$ cat config.mk
export PLATFORM = sky130hd
export DESIGN_NAME = spq_cell
export DESIGN_NICKNAME = d
export VERILOG_FILES = /design/src/rtl/spq_pkg.sv /design/src/rtl/spq_cell.sv
export SDC_FILE = /design/constraint.sdc
export NUM_CORES = 1
export LEC_CHECK = 0
export ABC_AREA = 1
export ABC_CLOCK_PERIOD_IN_PS = 10700
export CAP_MARGIN = 20
export CORE_ASPECT_RATIO = 0.8
export CORE_MARGIN = 2
export CORE_UTILIZATION = 50
export DETAILED_ROUTE_END_ITERATION = 6
export DONT_BUFFER_PORTS = 1
export PLACE_DENSITY_LB_ADDON = 0.05
export SLEW_MARGIN = 20
export SYNTH_ARGS = -nofsm -noshare
export SYNTH_HDL_FRONTEND = slang
export SYNTH_SLANG_ARGS = --single-unit
$ cat constraint.sdc
create_clock -name clk -period 10.7 [get_ports clk]
set_input_delay 2.14 -clock clk [delete_from_list [all_inputs] [get_ports clk]]
set_output_delay 2.14 -clock clk [all_outputs]
set_load 0.02 [all_outputs]
$ cat src/rtl/spq_pkg.sv
// ----------------------------------------------------------------------------
// spq_pkg
// Types and constants of the sorted priority queue.
// ----------------------------------------------------------------------------
package spq_pkg;

  localparam int DEPTH_DEF = 128;
  localparam int VAL_W     = 32;
  localparam int PRI_W     = 16;
  localparam int CNT_OUT_W = 8;
  localparam int STATUS_W  = 2;

  localparam logic REQ_INSERT = 1'b0;
  localparam logic REQ_REMOVE = 1'b1;

  localparam logic [STATUS_W-1:0] ST_INSERTED = 2'd0;
  localparam logic [STATUS_W-1:0] ST_REMOVED  = 2'd1;
  localparam logic [STATUS_W-1:0] ST_FULL     = 2'd2;
  localparam logic [STATUS_W-1:0] ST_EMPTY    = 2'd3;

  typedef struct packed {
    logic ins;
    logic rem;
  } ctrl_t;

endpackage

$ cat src/rtl/spq_cell.sv
// ----------------------------------------------------------------------------
// spq_cell
// One slot of the sorted chain: holds an entry, shifts right on insert,
// left on remove, or captures the inserted entry at its sorted place.
// ----------------------------------------------------------------------------
module spq_cell
  import spq_pkg::*;
(
  input  logic                    clk,
  input  ctrl_t                   ctrl,
  input  logic signed [VAL_W-1:0] new_val,
  input  logic signed [PRI_W-1:0] new_pri,
  input  logic signed [VAL_W-1:0] left_val,
  input  logic signed [PRI_W-1:0] left_pri,
  input  logic                    left_gt,
  input  logic                    left_used,
  input  logic signed [VAL_W-1:0] right_val,
  input  logic signed [PRI_W-1:0] right_pri,
  input  logic                    in_use,
  output logic signed [VAL_W-1:0] val,
  output logic signed [PRI_W-1:0] pri,
  output logic                    gt
);

  logic signed [VAL_W-1:0] val_r, val_nxt;
  logic signed [PRI_W-1:0] pri_r, pri_nxt;

  assign gt  = in_use && (pri_r > new_pri);
  assign val = val_r;
  assign pri = pri_r;

  always_comb begin
    val_nxt = val_r;
    pri_nxt = pri_r;
    if (ctrl.ins) begin
      if (left_gt) begin
        val_nxt = left_val;
        pri_nxt = left_pri;
      end else if ((gt || !in_use) && left_used) begin
        val_nxt = new_val;
        pri_nxt = new_pri;
      end
    end else if (ctrl.rem) begin
      val_nxt = right_val;
      pri_nxt = right_pri;
    end
  end

  always_ff @(posedge clk) begin
    val_r <= val_nxt;
    pri_r <= pri_nxt;
  end

endmodule

==> impl_metrics.yaml, run 1 <==
floorplanning:
  die_w_um: 89.2
  core_area_um2: 5530
  die_area_um2: 6430
  rows: 24
  initial_utilization: 0.525
  io_pins: 199
  die_h_um: 72.1
hold_path:
  hold_depth: 6
  hold_path.startpoint: "pri[1]$_DFFE_PP_"
  min_path_type: "flip-flop to flip-flop"
  min_to: "pri[1]$_DFFE_PP_"
power:
  total_power_mw: 0.434
  p_clk_frac: 0.239
  internal_power_mw: 0.300
  powerDensity_nw_per_um2: 144
  power.switching_mw: 0.133
  vdd_drop_max_v: 0.0000650
  power_frac_comb: 0.141
  p_sw_frac: 0.308
  p_seq_frac: 0.620
  p_leak_nw: 1.24
timing:
  finalCritPeriodShare: 0.524
  maxSlewViolCount: 0
  fin_ws_ps: 5090
  whs_ps: 1450
  setup_tns_ps: 0
  hold_viol: 0
  timing.final.crit_period_ps: 5610
  max_freq_ghz: 0.178
  skew_ps: 8.69
  worstMarginPinSlew_ps: 826
  rsz0062_at_grt: "no"
  slew_headroom: 0.449
  finalSetupViolations: 0
run_status:
  status: "complete, no violations"
global_route:
  track_usage: 0.204
  grt_max_degree: 51
  grt_pass1_vias: 1975
  grt_pass1_wl_mm: 9.87
  grt_overflow: 0
  antenna_found_initial: 0
clocking:
  clock_latency_ps: 300
  cts.sinks: 48
  clk_pin_slew_ps: 90
  cts_tree: "yes"
  cts_setup_buffers: 0
  cts_resized: 0
  h-tree-depth: 2
  hold_buffers: 0
  numCtsBuffers: 5
  cts-root-buf: "clkbuf_8"
  cts_max_path_buffers: 2
worst_setup_path:
  r2r-start: "pri[15]$_DFFE_PP_"
  path_delay_family: "simple AND/OR/NAND/NOR gates"
  reg2regPathDepth: 10
  cp_common_cell: "nand2_1"
  crit_fanout: 3
  start_kind: "primary input"
  crit_buf_inv: 1
  path_class: "primary input to output port"
  cp-end-kind: "output port"
  critical_path.cell_chain: "inv_1 > ha_1 > nand2_1 > o21bai_1 > nand2_1 > a21oi_2 > nand2_1 > nand2_1 > nand3_2 > nor2_1"
  worst_path_max_delay_cell: "nor2_1"
  cp.required_ps: 8560
  max_stage_delay_ps: 330
  reg2reg_to: "val[22]$_DFFE_PP_"
  rrSetupSlack_ps: 7580
  arrival_ps: 3470
final_layout:
  antenna-diode-count: 0
  layout_common_cells: "o21ai_0, nand2_1, nor2_1"
  final_nets: 504
  area_growth_pct: 3.67
  mostFrequentLayoutCell: "o21ai_0"
  fillCellCount: 520
  drive_above_1_share: 0.0503
synth:
  synth_cell_types: 20
  synthCells: 349
  ys_seq_area_frac: 0.497
  syn_avg_cell_area_um2: 8.31
  yosys_warnings: 0
  synth_fp_nets: 515
  yosys_register_bits: 48
  synth_area_um2: 2900
flow_run:
  maxCapViolations: 0
routing:
  viasPerCell: 5.62
  firstDrtPassIters: 4
  wl_mm: 7.06
  vias: 2339
  drt_iter0_drc: 107
  ant_nets: 0
  wl_per_cell_um: 17.0
  drc_errors: 0
place:
  io_buffers: 0
  dpl_worst_slack_ps: 5080
  hpwlAfterDp_mm: 5.16
  gp_congestion: 0.889
[layout make-up]
| type | instances | area (um^2) | share of cell area |
|---|---|---|---|
| clock inverters | 2 | 12.5 | 0.00416 |
| inverters | 30 | 113 | 0.0374 |
| clock buffers | 5 | 68.8 | 0.0229 |
| flip-flops and latches | 48 | 1440 | 0.479 |
| well taps | 78 | 97.6 | 0.0324 |
| repair buffers | 2 | 15.0 | 0.00499 |
| multi-input cells | 251 | 1260 | 0.419 |
[through the flow]
stage / utilization / cells / area, um^2
global placement: 0.530 / 409 / 2930
global route: 0.544 / 416 / 3010
finish: 0.544 / 416 / 3010
CTS: 0.544 / 416 / 3010
floorplan: - / 349 / 2900
detailed placement: 0.530 / 409 / 2930
[worst register-to-register path, delay by kind of cell, from the launching register on]
family	cells	cell delay [ps]
buffers and inverters	1	470
adders and majority gates	1	360
AOI/OAI and AO/OA	1	590
DFF	1	530
and+or+nand+nor	7	840
[worst max path at each step]
stage	from	cells past startpoint	end	slack [ps]
4_1_cts	new_pri[15]	8	gt	5080
3_3_place_gp	new_pri[15]	10	gt	5150
5_1_grt	new_pri[15]	8	gt	4960
3_5_place_dp	new_pri[15]	8	gt	5080
2_1_floorplan	new_pri[13]	11	gt	5250
6_report	new_pri[15]	10	gt	5090
[power groups by stage]
stage	Sequential, mW	Clock (mW)	Combinational [mW]
global placement	0.274	0	0.0599
global route	0.271	0.113	0.0711
detailed placement	0.274	0	0.0619
CTS	0.270	0.106	0.0621
finish	0.269	0.104	0.0610
floorplan	0.269	0	0.0524
[synthesized netlist by cell type]
| cell type | count | area share |
|---|---|---|
| nand3_2 | 2 | 0.0069 |
| o21ai_1 | 21 | 0.036 |
| clkbuf_1 | 12 | 0.016 |
| o21ai_0 | 76 | 0.13 |
| a21oi_1 | 1 | 0.0017 |
| nor2_1 | 53 | 0.069 |
| a21oi_2 | 3 | 0.0091 |
| nor2_2 | 1 | 0.0022 |
| inv_1 | 28 | 0.036 |
| nand3_1 | 3 | 0.0052 |
| edfxtp_1 | 48 | 0.50 |
| ha_1 | 16 | 0.069 |
| nor3_1 | 2 | 0.0034 |
| o21bai_1 | 1 | 0.0026 |
| nand2_2 | 1 | 0.0022 |
| buf_4 | 4 | 0.010 |
| inv_2 | 2 | 0.0026 |
| nand4_1 | 2 | 0.0043 |
| nand2_1 | 69 | 0.089 |
| buf_2 | 4 | 0.0069 |
[cell families (layout without fill, tap and decap cells)]
family,count (synthesis),in the layout,synth area share
AO/OA/AOI/OAI,102,102,0.181
adder cells (fa/ha/maj),16,16,0.0690
buffers and inverters,50,39,0.0716
flip-flops,48,48,0.497
AND/OR/NAND/NOR,133,133,0.182
[registers in the layout (all words and copies together), names as in the netlist]
register,cells
pri,16
val,32
[per-layer routing]
layer  vias up  GRT usage  part of all wire  routed length (um)
met2       124      0.349              0.51                3570
met4         0     0.0730             0.015                 109
li1       1152          -                 -                   -
met1      1054      0.244              0.38                2710
met5         -          0                 0                   0
met3         9     0.0580             0.096                 676
Note: power is estimated with default switching activity, not from simulation.
==> inputs of run 2 (changes only) <==
--- a/config.mk
+++ b/config.mk
@@ -6,7 +6,7 @@
 export NUM_CORES = 1
 export LEC_CHECK = 0
 export ABC_AREA = 1
-export ABC_CLOCK_PERIOD_IN_PS = 10700
+export ABC_CLOCK_PERIOD_IN_PS = 5100
 export CAP_MARGIN = 20
 export CORE_ASPECT_RATIO = 0.8
 export CORE_MARGIN = 2
==> constraint.sdc (replaced) <==
create_clock -name clk -period 5.1 [get_ports clk]
set_input_delay 1.02 -clock clk [delete_from_list [all_inputs] [get_ports clk]]
set_output_delay 1.02 -clock clk [all_outputs]
set_load 0.02 [all_outputs]
==> run 2 against run 1 <==
  * Combinational power up 110%
  * Routed wire length grew 1.3%
  * Final cell count is 0.24% higher
  * Flip-flop and latch count stayed put
  * Clock power increased to 2.6 times the previous value
  * Register-to-register slack got worse by 5400 ps
  * Setup slack got worse by 3400 ps
  * Final area grew 1.4%
  * Critical path type unchanged
==> impl_metrics.yaml, run 2 (same netlist as run 1, synthesis figures left out) <==
run_status:
  status: "complete, no violations"
global_route:
  antenna_found_initial: 0
  grt_pass1_vias: 2031
  track_usage: 0.206
  grt_pass1_wl_mm: 9.96
  grt_overflow: 0
  grt_max_degree: 51
timing:
  timing.final.crit_period_ps: 3420
  worstMarginPinSlew_ps: 809
  finalSetupViolations: 0
  rsz0062_at_grt: "no"
  setup_tns_ps: 0
  whs_ps: 915
  hold_viol: 0
  slew_headroom: 0.460
  finalCritPeriodShare: 0.671
  max_freq_ghz: 0.292
  skew_ps: 5.88
  maxSlewViolCount: 0
power:
  p_leak_nw: 1.26
  vdd_drop_max_v: 0.000167
  powerDensity_nw_per_um2: 317
clocking:
  h-tree-depth: 2
  cts_setup_buffers: 0
  cts_max_path_buffers: 2
  cts-root-buf: "clkbuf_8"
  cts_resized: 0
  cts.sinks: 48
  cts_tree: "yes"
  clk_pin_slew_ps: 90
  hold_buffers: 0
  clock_latency_ps: 290
  numCtsBuffers: 5
final_layout:
  drive_above_1_share: 0.0531
  antenna-diode-count: 0
  layout_common_cells: "o21ai_0, nand2_1, nor2_1"
  largest_register_ffs: 32
  mostFrequentLayoutCell: "o21ai_0"
  area_growth_pct: 5.13
  final_nets: 504
routing:
  wl_mm: 7.16
  vias: 2299
  drt_iter0_drc: 103
  viasPerCell: 5.51
  firstDrtPassIters: 4
  wl_per_cell_um: 17.2
  drc_errors: 0
  ant_nets: 0
place:
  hpwlAfterDp_mm: 5.18
  gp_congestion: 0.818
  io_buffers: 0
worst_setup_path:
  crit_fanout: 3
  arrival_ps: 2400
  start_kind: "primary input"
  path_class: "primary input to output port"
  cp.required_ps: 4080
  cp-end-kind: "output port"
floorplanning:
  die_w_um: 89.2
  core_area_um2: 5530
  io_pins: 199
  die_h_um: 72.1
  initial_utilization: 0.525
  rows: 24
  die_area_um2: 6430
hold_path:
  min_path_type: "primary input to flip-flop"
flow_run:
  maxCapViolations: 0
## run 2: metal layers
metal  vias to the layer above  global-route usage  wire (um)
li1                       1152                   -          -
met1                      1021               0.258       2870
met2                       117               0.348       3580
met3                         9              0.0557        616
met4                         0              0.0647         95
met5                         -                   0          0
## run 2: per-stage QoR
step / instance area, um^2 / std cells / setup WS (ps) / total power [mW] / util
after floorplan: 2900 / 349 / 1250 / 0.673 / -
after global placement: 2940 / 409 / 1730 / 0.702 / 0.532
after detailed placement: 2940 / 409 / 1670 / 0.705 / 0.532
after CTS: 3050 / 417 / 1660 / 0.977 / 0.552
after global routing: 3050 / 417 / 1560 / 1.01 / 0.552
final: 3050 / 417 / 1680 / 0.968 / 0.552
## run 2: worst paths after layout
check | start | to | slack [ps] | depth (start not counted)
worst max-delay path | new_pri[15] | gt | 1680 | 8
worst min-delay path | right_val[9] | val[9]$_DFFE_PP_ | 920 | 2
worst max register to register | pri[15]$_DFFE_PP_ | pri[5]$_DFFE_PP_ | 2190 | 10
worst min register to register | pri[1]$_DFFE_PP_ | pri[0]$_DFFE_PP_ | 1440 | 6
## run 2: cell type report
type / instances / area [um^2]
Tap cell: 78 / 97.6
Inverter: 30 / 113
Multi-Input combinational cell: 251 / 1260
Clock buffer: 5 / 68.8
Clock inverter: 3 / 42.5
Fill cell: 518 / 2470
Timing Repair Buffer: 2 / 27.5
Sequential cell: 48 / 1440
## run 2: critical path, stage by stage
cell	delay (ps)
inv_1	20
ha_1	280
nand2_1	90
nor3_1	310
nand2_1	130
nand3_2	80
nand3_2	80
nor2_1	380
## run 2: report_power, final
group          switching [mW]  internal (mW)
Combinational          0.0815         0.0482
Clock                   0.128          0.145
Sequential             0.0742          0.490
Total                   0.284          0.683
